===== src/design/pngcmp_pkg.sv =====
`timescale 1ns / 1ps

package pngcmp_pkg;

    localparam int CfgAddrW = 3;
    localparam int CfgDataW = 32;
    localparam logic [31:0] LenLimitReset = 32'h0010_0000;

    localparam logic [0:0] REG_LENGTH_LIMIT = 1'b0;

    localparam logic [31:0] TYPE_TEXT = 32'h7445_5874;
    localparam logic [31:0] TYPE_TIME = 32'h7449_4D45;
    localparam logic [31:0] TYPE_IEND = 32'h4945_4E44;
    localparam logic [31:0] TimeLen = 32'd7;

    localparam int QDepth = 4;
    localparam int QAddrW = $clog2(QDepth);
    localparam int QCntW = $clog2(QDepth + 1);

    typedef enum logic [7:0] {
        PH_SIG  = 8'b0000_0001,
        PH_LEN  = 8'b0000_0010,
        PH_TYPE = 8'b0000_0100,
        PH_TEXT = 8'b0000_1000,
        PH_TIME = 8'b0001_0000,
        PH_SKIP = 8'b0010_0000,
        PH_CRC  = 8'b0100_0000,
        PH_DONE = 8'b1000_0000
    } phase_t;

    typedef enum logic [2:0] {
        KIND_KEY    = 3'd0,
        KIND_SEP    = 3'd1,
        KIND_VALUE  = 3'd2,
        KIND_DROP   = 3'd3,
        KIND_STAMP  = 3'd4,
        KIND_ACCEPT = 3'd5,
        KIND_REJECT = 3'd6
    } kind_t;

    typedef enum logic [2:0] {
        RSN_NONE      = 3'd0,
        RSN_SIG       = 3'd1,
        RSN_TRUNC     = 3'd2,
        RSN_TOO_LONG  = 3'd3,
        RSN_DUP_TIME  = 3'd4,
        RSN_TIME_SIZE = 3'd5
    } reason_t;

    typedef struct packed {
        kind_t       kind;
        logic [7:0]  out_byte;
        logic [15:0] year;
        logic [7:0]  month;
        logic [7:0]  day;
        logic [7:0]  hour;
        logic [7:0]  minute;
        logic [7:0]  second;
        reason_t     reject_reason;
        logic        entry_end;
        logic        run_end;
    } result_t;

    typedef struct packed {
        logic [1:0] n;
        result_t    r0;
        result_t    r1;
    } push_t;

    function automatic logic [7:0] sig_byte(input logic [2:0] idx);
        logic [7:0] v;
        unique case (idx)
            3'd0: v = 8'h89;
            3'd1: v = 8'h50;
            3'd2: v = 8'h4e;
            3'd3: v = 8'h47;
            3'd4: v = 8'h0d;
            3'd5: v = 8'h0a;
            3'd6: v = 8'h1a;
            3'd7: v = 8'h0a;
            default: v = 8'h00;
        endcase
        return v;
    endfunction

    function automatic result_t mk_result(input kind_t k);
        result_t r;
        r = '0;
        r.kind = k;
        return r;
    endfunction

    function automatic result_t mk_reject(input reason_t why);
        result_t r;
        r = '0;
        r.kind = KIND_REJECT;
        r.reject_reason = why;
        return r;
    endfunction

endpackage


===== src/design/pngcmp_cfg.sv =====
`timescale 1ns / 1ps

module pngcmp_cfg (
    input  logic                             aclk,
    input  logic                             aresetn,
    input  logic                             psel,
    input  logic                             penable,
    input  logic                             pwrite,
    input  logic [pngcmp_pkg::CfgAddrW-1:0]  paddr,
    input  logic [pngcmp_pkg::CfgDataW-1:0]  pwdata,
    output logic [pngcmp_pkg::CfgDataW-1:0]  prdata,
    output logic                             pready,
    output logic [31:0]                      length_limit
);
    import pngcmp_pkg::*;

    logic [31:0] limit_reg;
    logic        wr_en;

    assign pready = 1'b1;
    assign wr_en  = psel && penable && pwrite;

    always_ff @(posedge aclk) begin
        if (!aresetn) begin
            limit_reg <= LenLimitReset;
        end else if (wr_en && (paddr[2] == REG_LENGTH_LIMIT)) begin
            limit_reg <= pwdata;
        end
    end

    always_comb begin
        if (paddr[2] == REG_LENGTH_LIMIT) begin
            prdata = limit_reg;
        end else begin
            prdata = '0;
        end
    end

    assign length_limit = limit_reg;

endmodule


===== src/design/pngcmp_core.sv =====
`timescale 1ns / 1ps

module pngcmp_core (
    input  logic                aclk,
    input  logic                aresetn,
    input  logic                take,
    input  logic [7:0]          in_byte,
    input  logic                present,
    input  logic                fin,
    input  logic [31:0]         length_limit,
    output pngcmp_pkg::push_t   push
);
    import pngcmp_pkg::*;

    phase_t      phase_reg, phase_next;
    logic [31:0] count_reg, count_next;
    logic [31:0] len_reg, len_next;
    logic [31:0] type_reg, type_next;
    logic        sep_reg, sep_next;
    logic        tseen_reg, tseen_next;
    logic [47:0] tbuf_reg, tbuf_next;

    logic [31:0] cnt_inc;
    logic [31:0] len_full;
    logic [31:0] type_full;
    logic        last;
    logic        step_vld;
    logic        fin_vld;
    logic        text_fin;
    result_t     step_res;
    result_t     fin_res;

    always_comb begin
        phase_next = phase_reg;
        count_next = count_reg;
        len_next   = len_reg;
        type_next  = type_reg;
        sep_next   = sep_reg;
        tseen_next = tseen_reg;
        tbuf_next  = tbuf_reg;
        step_vld   = 1'b0;
        step_res   = mk_result(KIND_KEY);
        fin_vld    = 1'b0;
        fin_res    = mk_result(KIND_ACCEPT);
        text_fin   = 1'b0;
        cnt_inc    = count_reg + 32'd1;
        len_full   = {len_reg[23:0], in_byte};
        type_full  = {type_reg[23:0], in_byte};
        last       = (cnt_inc == len_reg);

        if (take && present) begin
            unique case (phase_reg)
                PH_SIG: begin
                    if (in_byte != sig_byte(count_reg[2:0])) begin
                        step_vld   = 1'b1;
                        step_res   = mk_reject(RSN_SIG);
                        phase_next = PH_DONE;
                    end else if (count_reg[2:0] == 3'd7) begin
                        count_next = '0;
                        phase_next = PH_LEN;
                    end else begin
                        count_next = cnt_inc;
                    end
                end
                PH_LEN: begin
                    len_next = len_full;
                    if (count_reg[1:0] == 2'd3) begin
                        count_next = '0;
                        if (len_full > length_limit) begin
                            step_vld   = 1'b1;
                            step_res   = mk_reject(RSN_TOO_LONG);
                            phase_next = PH_DONE;
                        end else begin
                            phase_next = PH_TYPE;
                        end
                    end else begin
                        count_next = cnt_inc;
                    end
                end
                PH_TYPE: begin
                    type_next = type_full;
                    if (count_reg[1:0] == 2'd3) begin
                        count_next = '0;
                        priority if (type_full == TYPE_IEND) begin
                            step_vld   = 1'b1;
                            step_res   = mk_result(KIND_ACCEPT);
                            phase_next = PH_DONE;
                        end else if (type_full == TYPE_TIME) begin
                            priority if (tseen_reg) begin
                                step_vld   = 1'b1;
                                step_res   = mk_reject(RSN_DUP_TIME);
                                phase_next = PH_DONE;
                            end else if (len_reg != TimeLen) begin
                                step_vld   = 1'b1;
                                step_res   = mk_reject(RSN_TIME_SIZE);
                                phase_next = PH_DONE;
                            end else begin
                                tseen_next = 1'b1;
                                tbuf_next  = '0;
                                phase_next = PH_TIME;
                            end
                        end else if (type_full == TYPE_TEXT) begin
                            sep_next = 1'b0;
                            if (len_reg == '0) begin
                                step_vld           = 1'b1;
                                step_res           = mk_result(KIND_DROP);
                                step_res.entry_end = 1'b1;
                                phase_next         = PH_CRC;
                            end else begin
                                phase_next = PH_TEXT;
                            end
                        end else begin
                            phase_next = (len_reg == '0) ? PH_CRC : PH_SKIP;
                        end
                    end else begin
                        count_next = cnt_inc;
                    end
                end
                PH_TEXT: begin
                    step_vld = 1'b1;
                    priority if (sep_reg) begin
                        step_res          = mk_result(KIND_VALUE);
                        step_res.out_byte = in_byte;
                    end else if (in_byte == 8'h00) begin
                        sep_next = 1'b1;
                        step_res = mk_result(KIND_SEP);
                    end else if (last) begin
                        step_res = mk_result(KIND_DROP);
                    end else begin
                        step_res          = mk_result(KIND_KEY);
                        step_res.out_byte = in_byte;
                    end
                    if (last) begin
                        step_res.entry_end = 1'b1;
                        count_next         = '0;
                        phase_next         = PH_CRC;
                    end else begin
                        count_next = cnt_inc;
                    end
                end
                PH_TIME: begin
                    if (count_reg[2:0] < 3'd6) begin
                        tbuf_next  = {tbuf_reg[39:0], in_byte};
                        count_next = cnt_inc;
                    end else begin
                        step_vld        = 1'b1;
                        step_res        = mk_result(KIND_STAMP);
                        step_res.year   = tbuf_reg[47:32];
                        step_res.month  = tbuf_reg[31:24];
                        step_res.day    = tbuf_reg[23:16];
                        step_res.hour   = tbuf_reg[15:8];
                        step_res.minute = tbuf_reg[7:0];
                        step_res.second = in_byte;
                        count_next      = '0;
                        phase_next      = PH_CRC;
                    end
                end
                PH_SKIP: begin
                    if (last) begin
                        count_next = '0;
                        phase_next = PH_CRC;
                    end else begin
                        count_next = cnt_inc;
                    end
                end
                PH_CRC: begin
                    if (count_reg[1:0] == 2'd3) begin
                        count_next = '0;
                        phase_next = PH_LEN;
                    end else begin
                        count_next = cnt_inc;
                    end
                end
                PH_DONE: begin
                end
                default: begin
                end
            endcase
        end

        if (take && fin) begin
            unique case (phase_next)
                PH_SIG: begin
                    fin_vld = 1'b1;
                    fin_res = mk_reject(RSN_SIG);
                end
                PH_LEN: begin
                    fin_vld = 1'b1;
                    if (count_next == '0) begin
                        fin_res = mk_result(KIND_ACCEPT);
                    end else begin
                        fin_res = mk_reject(RSN_TRUNC);
                    end
                end
                PH_TYPE, PH_TIME: begin
                    fin_vld = 1'b1;
                    fin_res = mk_reject(RSN_TRUNC);
                end
                PH_TEXT: begin
                    text_fin = 1'b1;
                end
                PH_SKIP, PH_CRC: begin
                    fin_vld = 1'b1;
                    fin_res = mk_result(KIND_ACCEPT);
                end
                PH_DONE: begin
                end
                default: begin
                end
            endcase
            phase_next = PH_SIG;
            count_next = '0;
            sep_next   = 1'b0;
            tseen_next = 1'b0;
        end
    end

    always_comb begin
        push    = '0;
        push.r0 = mk_result(KIND_KEY);
        push.r1 = mk_result(KIND_KEY);
        priority if (text_fin) begin
            push.n            = 2'd2;
            push.r0           = mk_result(KIND_DROP);
            push.r0.entry_end = 1'b1;
            push.r1           = mk_result(KIND_ACCEPT);
            push.r1.run_end   = 1'b1;
        end else if (step_vld && fin_vld) begin
            push.n          = 2'd2;
            push.r0         = step_res;
            push.r1         = fin_res;
            push.r1.run_end = 1'b1;
        end else if (step_vld) begin
            push.n          = 2'd1;
            push.r0         = step_res;
            push.r0.run_end = 1'b1;
        end else if (fin_vld) begin
            push.n          = 2'd1;
            push.r0         = fin_res;
            push.r0.run_end = 1'b1;
        end else begin
            push.n = 2'd0;
        end
    end

    always_ff @(posedge aclk) begin
        if (!aresetn) begin
            phase_reg <= PH_SIG;
            count_reg <= '0;
            sep_reg   <= 1'b0;
            tseen_reg <= 1'b0;
        end else begin
            phase_reg <= phase_next;
            count_reg <= count_next;
            sep_reg   <= sep_next;
            tseen_reg <= tseen_next;
        end
    end

    always_ff @(posedge aclk) begin
        len_reg  <= len_next;
        type_reg <= type_next;
        tbuf_reg <= tbuf_next;
    end

    a_push_only_on_beat: assert property (@(posedge aclk) disable iff (!aresetn)
        push.n != 2'd0 |-> take)
        else $error("results pushed without an accepted beat");

    a_pair_ends_file: assert property (@(posedge aclk) disable iff (!aresetn)
        push.n == 2'd2 |-> (push.r1.kind == KIND_ACCEPT || push.r1.kind == KIND_REJECT))
        else $error("second result of a beat is not a verdict");

    a_fin_restarts: assert property (@(posedge aclk) disable iff (!aresetn)
        take && fin |=> phase_reg == PH_SIG && count_reg == '0 && !tseen_reg)
        else $error("file end did not return parser to signature");

endmodule


===== src/design/pngcmp_outq.sv =====
`timescale 1ns / 1ps

module pngcmp_outq (
    input  logic                  aclk,
    input  logic                  aresetn,
    input  pngcmp_pkg::push_t     push,
    output logic                  space,
    output logic                  out_valid,
    input  logic                  out_ready,
    output pngcmp_pkg::result_t   out_res
);
    import pngcmp_pkg::*;

    result_t           q_reg [QDepth];
    logic [QAddrW-1:0] wr_ptr_reg, wr_ptr_next;
    logic [QAddrW-1:0] rd_ptr_reg, rd_ptr_next;
    logic [QCntW-1:0]  cnt_reg, cnt_next;
    logic [QAddrW-1:0] wr_ptr_b;
    logic              pop;

    assign space     = (cnt_reg <= QCntW'(QDepth - 2));
    assign out_valid = (cnt_reg != '0);
    assign out_res   = q_reg[rd_ptr_reg];
    assign pop       = out_valid && out_ready;
    assign wr_ptr_b  = wr_ptr_reg + QAddrW'(1);

    always_comb begin
        wr_ptr_next = wr_ptr_reg + QAddrW'(push.n);
        rd_ptr_next = pop ? (rd_ptr_reg + QAddrW'(1)) : rd_ptr_reg;
        cnt_next    = cnt_reg + QCntW'(push.n) - QCntW'(pop);
    end

    always_ff @(posedge aclk) begin
        if (!aresetn) begin
            wr_ptr_reg <= '0;
            rd_ptr_reg <= '0;
            cnt_reg    <= '0;
        end else begin
            wr_ptr_reg <= wr_ptr_next;
            rd_ptr_reg <= rd_ptr_next;
            cnt_reg    <= cnt_next;
        end
    end

    always_ff @(posedge aclk) begin
        if (push.n != 2'd0) begin
            q_reg[wr_ptr_reg] <= push.r0;
        end
        if (push.n == 2'd2) begin
            q_reg[wr_ptr_b] <= push.r1;
        end
    end

    a_no_overflow: assert property (@(posedge aclk) disable iff (!aresetn)
        push.n != 2'd0 |-> space)
        else $error("result queue written without room");

    a_count_bound: assert property (@(posedge aclk) disable iff (!aresetn)
        cnt_reg <= QCntW'(QDepth))
        else $error("result queue count out of range");

endmodule


===== src/design/png_chunk_metadata_parser.sv =====
`timescale 1ns / 1ps

// channel   dir  handshake            tdata                         tuser         tlast
// s_axis    in   tvalid/tready        [7:0] file_byte               byte_present  final_req
// m_axis    out  tvalid/tready        see m_axis_tdata              kind          run_end
// apb       in   psel/penable/pready  length_limit at byte addr 0   -             -
//
// one input beat per cycle while s_axis_tready is high; each beat updates the parser state in the same cycle
// a beat yields up to two result beats, queued in a four-entry result queue
// s_axis_tready drops while fewer than two queue entries are free
// a beat with two results leaves the queue one result at a time, so the output side sets the rate then
// synchronous active-low reset clears parser state and queue; length_limit returns to 1048576

module png_chunk_metadata_parser (
    input  logic        aclk,
    input  logic        aresetn,

    input  logic        s_axis_tvalid,
    output logic        s_axis_tready,
    input  logic [7:0]  s_axis_tdata,   // file_byte
    input  logic        s_axis_tuser,   // byte_present
    input  logic        s_axis_tlast,   // final_req

    output logic        m_axis_tvalid,
    input  logic        m_axis_tready,
    // out_byte[7:0], year[23:8], month[31:24], day[39:32], hour[47:40], minute[55:48],
    // second[63:56], reject_reason[66:64], entry_end[67], zero fill[71:68]
    output logic [71:0] m_axis_tdata,
    output logic [2:0]  m_axis_tuser,   // kind
    output logic        m_axis_tlast,   // run_end

    input  logic                            psel,
    input  logic                            penable,
    input  logic                            pwrite,
    input  logic [pngcmp_pkg::CfgAddrW-1:0] paddr,
    input  logic [pngcmp_pkg::CfgDataW-1:0] pwdata,
    output logic [pngcmp_pkg::CfgDataW-1:0] prdata,
    output logic                            pready
);
    import pngcmp_pkg::*;

    logic        take;
    logic [31:0] length_limit;
    push_t       push;
    result_t     out_res;

    assign take = s_axis_tvalid && s_axis_tready;

    pngcmp_cfg u_cfg (
        .aclk         (aclk),
        .aresetn      (aresetn),
        .psel         (psel),
        .penable      (penable),
        .pwrite       (pwrite),
        .paddr        (paddr),
        .pwdata       (pwdata),
        .prdata       (prdata),
        .pready       (pready),
        .length_limit (length_limit)
    );

    pngcmp_core u_core (
        .aclk         (aclk),
        .aresetn      (aresetn),
        .take         (take),
        .in_byte      (s_axis_tdata),
        .present      (s_axis_tuser),
        .fin          (s_axis_tlast),
        .length_limit (length_limit),
        .push         (push)
    );

    pngcmp_outq u_outq (
        .aclk      (aclk),
        .aresetn   (aresetn),
        .push      (push),
        .space     (s_axis_tready),
        .out_valid (m_axis_tvalid),
        .out_ready (m_axis_tready),
        .out_res   (out_res)
    );

    assign m_axis_tdata = {4'b0000, out_res.entry_end, out_res.reject_reason,
                           out_res.second, out_res.minute, out_res.hour, out_res.day,
                           out_res.month, out_res.year, out_res.out_byte};
    assign m_axis_tuser = out_res.kind;
    assign m_axis_tlast = out_res.run_end;

endmodule


===== config.mk =====
export PLATFORM = sky130hd
export DESIGN_NAME = png_chunk_metadata_parser
export DESIGN_NICKNAME = d
export VERILOG_FILES = /design/src/design/pngcmp_pkg.sv /design/src/design/pngcmp_cfg.sv /design/src/design/pngcmp_core.sv /design/src/design/pngcmp_outq.sv /design/src/design/png_chunk_metadata_parser.sv
export SDC_FILE = /design/constraint.sdc
export NUM_CORES = 1
export LEC_CHECK = 0
export BUFFER_PORTS_ARGS = -buffer_cell sky130_fd_sc_hd__buf_2
export CAP_MARGIN = 20
export CORE_MARGIN = 1.5
export CORE_UTILIZATION = 65
export DETAILED_ROUTE_END_ITERATION = 6
export PLACE_DENSITY = 0.85
export SKIP_CTS_REPAIR_TIMING = 1
export SYNTH_ARGS = -nofsm -noshare
export SYNTH_HDL_FRONTEND = slang
export SYNTH_SLANG_ARGS = --single-unit

===== constraint.sdc =====
create_clock -name aclk -period 17.7 [get_ports aclk]
set_input_delay 4.425 -clock aclk [delete_from_list [all_inputs] [get_ports aclk]]
set_output_delay 4.425 -clock aclk [all_outputs]
set_load 0.1 [all_outputs]

* Word-level counts from Yosys, hierarchy flattened
Memory sizes are Yosys's and may differ from the RTL's. A register that Yosys moved wholly into a read port is not among the register bits. Cells that the tools add are included.
Storage, ports and cells: input port bits 52, memories 2, logic and storage cells 174, ROM bits 56, output and inout bits 111, memory bits (writable) 288, register bits 185
Cells by class: mux-type cells 93, reduce and logical (&&, ||, !) cells 25, bitwise logic cells 3, add/subtract/negate cells 6, equal/unequal tests 31, magnitude comparators 3
Memories:
- u_outq.q_reg | depth 4, width 72, rd ports 1, clocked after Yosys merged registers in 1, wr ports 2, line pngcmp_outq.sv:14 | result_t q_reg [QDepth];
- (name not given) | depth 8, width 7, rd ports 1, clocked after Yosys merged registers in 1, wr ports 0, line pngcmp_pkg.sv:72 | unique case (idx)
Operators with widths (number):
- $mux 72 | 16
- $pmux 72 s5 | 1
- $mux 48 | 6
- $mux 32 | 7
- $pmux 72 s3 | 1
- $mux 71 | 3
- $mux 74 | 2
- $mux 146 | 1
- $mux 8 | 16
- $pmux 32 s4 | 1
- $eq 32x31->1 const B | 3
- $pmux 48 s2 | 1
- $logic_not 32->1 | 2
- $pmux 8 s6 | 1
- $add 32x1->32 const B | 1
- $eq 32x32->1 | 1
- $gt 32x32->1 | 1
- $ne 32x3->1 const B | 1
- $mux 1 | 30
- $eq 8x1->1 const B | 2
- $eq 8x2->1 const B | 2
- $eq 8x3->1 const B | 2
- $eq 8x4->1 const B | 2
- $eq 8x5->1 const B | 2
- other kinds (30) | 56

* Longest topological paths before layout
Gate-level depths: netlist (run 1).
depth in word-level cells 19, depth in mapped cells 26, mapped depth without buffers 24

* Cells and area by module
Synthesis (run 1) repeated with hierarchy kept, for this count alone.
Second synthesis, totals: cell total of the unflattened synthesis 2143, area, all modules 26813.2 um^2
Modules (own cells, without submodules):
- pngcmp_outq | sequential area each 8828.5 um^2, area an instance 14462.6 um^2, cells an instance 745, instances 1
- pngcmp_core | sequential area each 4103.9 um^2, area an instance 10767.8 um^2, cells an instance 1215, instances 1
- pngcmp_cfg | sequential area each 640.6 um^2, area an instance 1542.7 um^2, cells an instance 177, instances 1
- png_chunk_metadata_parser | sequential area each 0.0 um^2, area an instance 40.0 um^2, cells an instance 6, instances 1

* Worst setup path after synthesis (run 1)
Ideal clock, no wire load.
path kind input to output, start input port paddr[2] (netlist name), end output port prdata[10] (netlist name), data arrival time 6.024 ns, path buffers 2, data required time 13.275 ns, path slack 7.251 ns, stages on the path 3, cells stage by stage clkbuf_1 > clkbuf_1 > nor2_1
On the way: word-level cells in the longest chain between the ends 1
RTL lines:
- start, declared | line png_chunk_metadata_parser.sv:35 | input logic [pngcmp_pkg::CfgAddrW-1:0] paddr,
- $mux 32 | line pngcmp_cfg.sv:32 | if (paddr[2] == REG_LENGTH_LIMIT) begin
- end, declared | line png_chunk_metadata_parser.sv:37 | output logic [pngcmp_pkg::CfgDataW-1:0] prdata,
No other way between the ends.

==> impl_metrics.json, run 1 <==
{
  "status": "completed",
  "drt_first_pass_iters": 6,
  "h-tree-depth": 2,
  "largest_reg_flops": 288,
  "synthTopCellsByArea": "dfxtp_1 31%, edfxtp_1 17%, mux4_2 7.2%",
  "clock-root-buffer": "clkbuf_16",
  "pwr-share-comb_pct": 14.4,
  "synth_top_area_share_pct": 31.5,
  "p_int_uw": 1850,
  "slowest_delay_ps": 880,
  "wl_per_cell_um": 22.8,
  "whs_path_depth": 2,
  "timing.rr.end": "u_outq.q_reg[2][3]$_DFFE_PP_",
  "hold_path_class": "reg2reg",
  "reg2regPathDepth": 21,
  "p_clk_share_pct": 40.4,
  "rsz0062_at_grt": "false",
  "reg2reg_from": "u_core.count_reg[0]$_SDFF_PP0_",
  "finClkSkew_ps": 32.8,
  "place_hpwl_um": 43600,
  "maxCapViolations": 0,
  "antenna_found_initial": 1,
  "ir_worst_vdd_uv": 113,
  "layout-drive-gt1-share_pct": 14.9,
  "viasPerCell": 6.64,
  "place_congestion": 0.976,
  "drt_iter0_markers": 2395,
  "critPathSlowestCell": "and2_4",
  "ys_types": 91,
  "critical_path.cell_chain": "buf_2 > nor4bb_1 > nand4_1 > nor4_1 > nor2b_1 > nand2_1 > a21oi_1 > a21oi_1 > o21a_1 > o2111a_1 > a21boi_0 > nor2_1 > nor2_1 > ha_1 > a311oi_2 > nor2_1 > nand2_1 > and2_4 > inv_1",
  "num-nets-final": 2516,
  "synthArstFlopShare_pct": 0,
  "hp-start": "u_outq.q_reg[0][49]$_SDFFE_PP0P_",
  "critPathBufInv": 2,
  "fin_crit_ps": 10160,
  "initial_utilization_pct": 66.6,
  "gr-usage-all-layers_pct": 36.7,
  "period_share_pct": 57.4,
  "cts_buffers": 47,
  "p_leak_uw": 0.00923,
  "cts.sinks": 482,
  "ys_seq_elements": 482,
  "synth_edf_count": 128,
  "drcViolationCount": 0,
  "p_sw_uw": 729,
  "cp.arrival_ps": 10430,
  "synth_flop_cell": "dfxtp_1",
  "clockBufferDepth": 3,
  "cp_common_cell": "nor2_1",
  "overflow": 0,
  "cts_tree": "done",
  "grt_max_degree": 73,
  "cellPowerDensity_nw_per_um2": 103,
  "yosys.area.top_type": "dfxtp_1",
  "grt_pass1_wl_um": 103000,
  "io_buffers": 155,
  "clk_pin_slew_ps": 60,
  "end_kind": "register",
  "postLayoutCoreUtil_pct": 74.1,
  "worstPathRequired_ps": 17960,
  "avgSynthCellArea_um2": 9.56,
  "fin_setup_tns_ps": 0,
  "hold_viol_final": 0,
  "die_y_um": 189,
  "synth-seq-area-share_pct": 48.6,
  "synth_area_um2": 22500,
  "finalSetupViolCount": 0,
  "max_slew_margin_pct": 25.1,
  "worst_pin_slew_ps": 1120,
  "diodes": 0,
  "sequentialPowerShare_pct": 45.2,
  "insertion_delay_ps": 590,
  "die_w_um": 189,
  "path_class": "in2reg",
  "grt_pass1_vias": 18800,
  "synth.most_common_cell": "nand2_1",
  "ff2ff_setup_slack_ps": 9370,
  "max_freq_mhz": 98.4,
  "syn_to_final_growth_pct": 11.2,
  "drv_slew": 0,
  "path_max_fanout": 67,
  "ys_warn_count": 0,
  "wl_um": 66200,
  "vias": 19300,
  "dieArea_um2": 35800,
  "rows": 67,
  "yosys-top-cells-count": "413 x nand2_1, 354 x dfxtp_1, 245 x o21ai_0, 148 x nor2_1, 128 x edfxtp_1",
  "pin_count": 163,
  "whs_endpoint": "u_outq.q_reg[0][49]$_SDFFE_PP0P_",
  "cp-start-kind": "input port",
  "ant_nets": 0,
  "core_um2": 33800,
  "switching_share_pct": 28.2,
  "synthCells": 2354,
  "cp_top_family": "simple AND/OR/NAND/NOR gates"
}
[placed cells by master (no fill, tap or decap), types with 48 or more instances in the layout]
master	count
nand2_1	409
mux4_2	72
a21oi_1	67
inv_1	102
buf_2	155
o21ai_0	245
clkbuf_16	48
dfxtp_1	352
nor2_1	145
a32o_1	64
edfxtp_1	128
[power groups by stage]
stage                     combinational [uW]  clock [uW]  sequential, uW
final                                    371        1040            1170
after global routing                     389        1090            1170
after CTS                                368        1050            1170
after detailed placement                 366           0            1190
after global placement                   361           0            1190
after floorplan                          302           0            1170
[per-layer routing]
layer / global-route usage, % / share of wire (%)
met5: 0 / 0
met4: 17.9 / 4.7
met2: 62.2 / 49
met1: 45.6 / 37
met3: 6.17 / 9.7
[logic make-up (layout without fill, tap and decap cells)]
family | Yosys count | after routing | share of synthesized area, %
flops | 482 | 482 | 48.6
fa+ha+maj | 45 | 45 | 2.53
mux | 75 | 75 | 7.35
other cells | 2 | 5 | 0.0334
xor+xnor | 59 | 59 | 2.30
simple gates | 857 | 857 | 18.0
compound gates | 566 | 566 | 16.4
buf+inv | 268 | 368 | 4.86
[worst register-to-register path, cell delays in order (launching register included)]
cell and delay, ps:
dfxtp_1 630, ha_1 450, inv_1 150, ha_1 340
xnor2_1 150, a2111oi_0 400, nand4_1 190, or4_1 590
nor4_1 510, nand4_1 660, a21o_1 450, o2bb2ai_1 210
or2_2 350, a21oi_1 120, nor2_1 70, nor2_1 160
ha_1 290, a311oi_2 450, nor2_1 110, nand2_1 480
and2_4 880, inv_1 370
[how the worst max path moves through the flow]
stage               startpoint                            to  slack [ps]  depth (start not counted)
2_1_floorplan         paddr[2]                    prdata[10]        7250                          3
3_3_place_gp   s_axis_tdata[2]  u_outq.q_reg[2][0]$_DFFE_PP_        7300                         19
3_5_place_dp   s_axis_tdata[2]  u_outq.q_reg[2][0]$_DFFE_PP_        7080                         19
4_1_cts        s_axis_tdata[2]  u_outq.q_reg[2][2]$_DFFE_PP_        7650                         19
5_1_grt        s_axis_tdata[2]  u_outq.q_reg[2][2]$_DFFE_PP_        7090                         19
6_report       s_axis_tdata[2]  u_outq.q_reg[2][3]$_DFFE_PP_        7540                         19
[per-stage QoR]
| step | setup slack, ps | area [um^2] | hold slack (ps) | power (uW) | instances |
|---|---|---|---|---|---|
| floorplan | 7250 | 22500 | 418 | 1470 | 2357 |
| global placement | 7300 | 23400 | 428 | 1550 | 2816 |
| detailed placement | 7080 | 23400 | 437 | 1560 | 2816 |
| CTS | 7650 | 25000 | 448 | 2580 | 2903 |
| global route | 7090 | 25000 | 467 | 2650 | 2905 |
| finish | 7540 | 25000 | 447 | 2580 | 2905 |
[layout make-up]
type	instances	area, um^2
sequential	482	10900
multi-input combinational	1607	10600
fill	2328	8760
clock buffer	70	1360
timing repair buffer	179	983
tap	448	561
inverter	102	383
clock inverter	17	250
Note: power is estimated with default switching activity, not from simulation.
==> inputs of run 2 (changes only) <==
CORE_UTILIZATION = 61   (was 65)
PLACE_DENSITY = 0.81   (was 0.85)
clock period = 9.6 ns   (was 17.7 ns; I/O delays follow)
==> impl_metrics.json, run 2 (synthesis gave the netlist of run 1 again) <==
{
  "fin_crit_ps": 8040,
  "wl_um": 63400,
  "worst_pin_slew_ps": 1020,
  "mostFrequentLayoutCell": "nand2_1",
  "syn_to_final_growth_pct": 11.8,
  "drcViolationCount": 0,
  "p_leak_uw": 0.00930,
  "ir_worst_vdd_uv": 125,
  "largest_reg_flops": 288,
  "overflow": 0,
  "cellPowerDensity_nw_per_um2": 190,
  "dp_slack_ps": 1060,
  "insertion_delay_ps": 600,
  "die_w_um": 195,
  "grt_max_degree": 67,
  "instances_no_fill": 2939,
  "pin_count": 163,
  "cts_buffers": 48,
  "cts.sinks": 482,
  "die_y_um": 195,
  "io_buffers": 155,
  "initial_utilization_pct": 61.8,
  "path_max_fanout": 24,
  "critical_path.cell_chain": "buf_2 > xor2_1 > nor4_1 > nand2_1 > o31ai_1 > o21ai_0 > o41ai_1 > xor2_1 > nand2_1 > a21boi_0 > nor2_1 > nor2_1 > ha_1 > a311oi_2 > nor2_2 > nand2_1 > buf_12 > o21ai_0",
  "nFillCells": 2707,
  "cp_top_family": "simple AND/OR/NAND/NOR gates",
  "ant_nets": 0,
  "switching_share_pct": 28.3,
  "rsz0062_at_grt": "false",
  "cp-start-kind": "input port",
  "grt_pass1_wl_um": 98700,
  "core_um2": 36400,
  "layout_common_cells": "411 x nand2_1, 352 x dfxtp_1, 245 x o21ai_0",
  "viasPerCell": 6.44,
  "vias": 18900,
  "clock-root-buffer": "clkbuf_16",
  "p_clk_share_pct": 40.6,
  "p_sw_uw": 1350,
  "sequentialPowerShare_pct": 45.1,
  "place_congestion": 0.949,
  "place_hpwl_um": 42500,
  "finalSetupViolCount": 0,
  "critPathBufInv": 2,
  "setup_ws_ps": 1560,
  "hold_path_class": "reg2reg",
  "cp_common_cell": "nand2_1",
  "worstPathRequired_ps": 10110,
  "cp.arrival_ps": 8550,
  "cts_tree": "done",
  "whs_ps": 448,
  "p_int_uw": 3430,
  "status": "completed",
  "grt_pass1_vias": 18200,
  "wl_per_cell_um": 21.6,
  "rows": 70,
  "antenna_found_initial": 2,
  "clockBufferDepth": 3,
  "max_freq_mhz": 124,
  "hold_viol_final": 0,
  "dieArea_um2": 38100,
  "slowest_delay_ps": 840,
  "critPathSlowestCell": "nor2_2",
  "dp_cells": 2845,
  "drt_iter0_markers": 1934,
  "num-nets-final": 2526,
  "end_kind": "register",
  "finClkSkew_ps": 24.4,
  "h-tree-depth": 2,
  "period_share_pct": 83.7,
  "path_class": "in2reg",
  "fin_setup_tns_ps": 0,
  "maxCapViolations": 0,
  "clk_pin_slew_ps": 60,
  "max_slew_margin_pct": 32.3,
  "drt_first_pass_iters": 6,
  "gr-usage-all-layers_pct": 33.0,
  "drv_slew": 0,
  "layout-drive-gt1-share_pct": 15.4,
  "pwr-share-comb_pct": 14.3
}
run 2: changes by cell type in the layout (fill, tap and decap cells not counted), moves of 3 or more:
cell,delta
clkbuf_16,+3
buf_4,+7
clkinv_1,-3
clkinv_2,+6
run 2: stage by stage:
| stage | area, um^2 | utilization [%] | total power, uW |
|---|---|---|---|
| detailed placement | 23500 | 64.5 | 2880 |
| global route | 25200 | 69.1 | 4930 |
| floorplan | 22500 | - | 2720 |
| finish | 25200 | 69.1 | 4790 |
| CTS | 25100 | 69.0 | 4800 |
| global placement | 23500 | 64.5 | 2870 |
run 2: power groups by stage:
| stage | combinational [uW] | clock [uW] | sequential (uW) |
|---|---|---|---|
| finish | 683 | 1950 | 2160 |
| global route | 719 | 2040 | 2170 |
| CTS | 680 | 1960 | 2160 |
| detailed placement | 679 | 0 | 2200 |
| global placement | 670 | 0 | 2200 |
| floorplan | 556 | 0 | 2160 |
run 2: worst paths after layout:
check / startpoint / to / slack, ps / depth (start not counted)
setup reg to reg: u_core.count_reg[0]$_SDFF_PP0_ / u_outq.q_reg[3][42]$_SDFFE_PP0P_ / 1910 / 22
hold / removal: u_outq.q_reg[2][28]$_SDFFE_PP0P_ / u_outq.q_reg[2][28]$_SDFFE_PP0P_ / 450 / 2
hold reg to reg: u_outq.q_reg[2][28]$_SDFFE_PP0P_ / u_outq.q_reg[2][28]$_SDFFE_PP0P_ / 450 / 2
setup / recovery: s_axis_tdata[4] / u_outq.q_reg[3][42]$_SDFFE_PP0P_ / 1560 / 18
run 2: worst reg2reg max path, stage by stage (launching register included):
cell       delay, ps
dfxtp_1          660
ha_1             430
inv_1            140
ha_1             330
xnor2_1          140
a2111oi_0        440
nand4_1          210
or4_1            570
nor4_1           450
nand4_1          150
buf_4            250
a21o_1           250
o2bb2ai_1        220
or2_2            360
a21oi_1          130
nor2_1            80
nor2_1           160
ha_1             290
a311oi_2         130
nor2_2           840
nand2_1          790
buf_12           410
o21ai_0          180
run 2: per-layer routing:
layer	share of wire (%)	vias to the layer above	track usage, %
met3	8.8	164	5.60
met2	48	997	54.6
met1	39	9143	43.3
li1	-	8625	-
met4	3.8	0	13.1
met5	0	-	0
run 2: final cells by class:
type / count / area (um^2) / share of cell area (%)
flip-flops and latches: 482 / 10900 / 43.5
well taps: 468 / 586 / 2.33
inverters: 102 / 383 / 1.52
diodes: 2 / 5.00 / 0.0199
clock inverters: 17 / 193 / 0.766
clock buffers: 73 / 1450 / 5.76
multi-input cells: 1607 / 10600 / 41.9
repair buffers: 188 / 1060 / 4.23
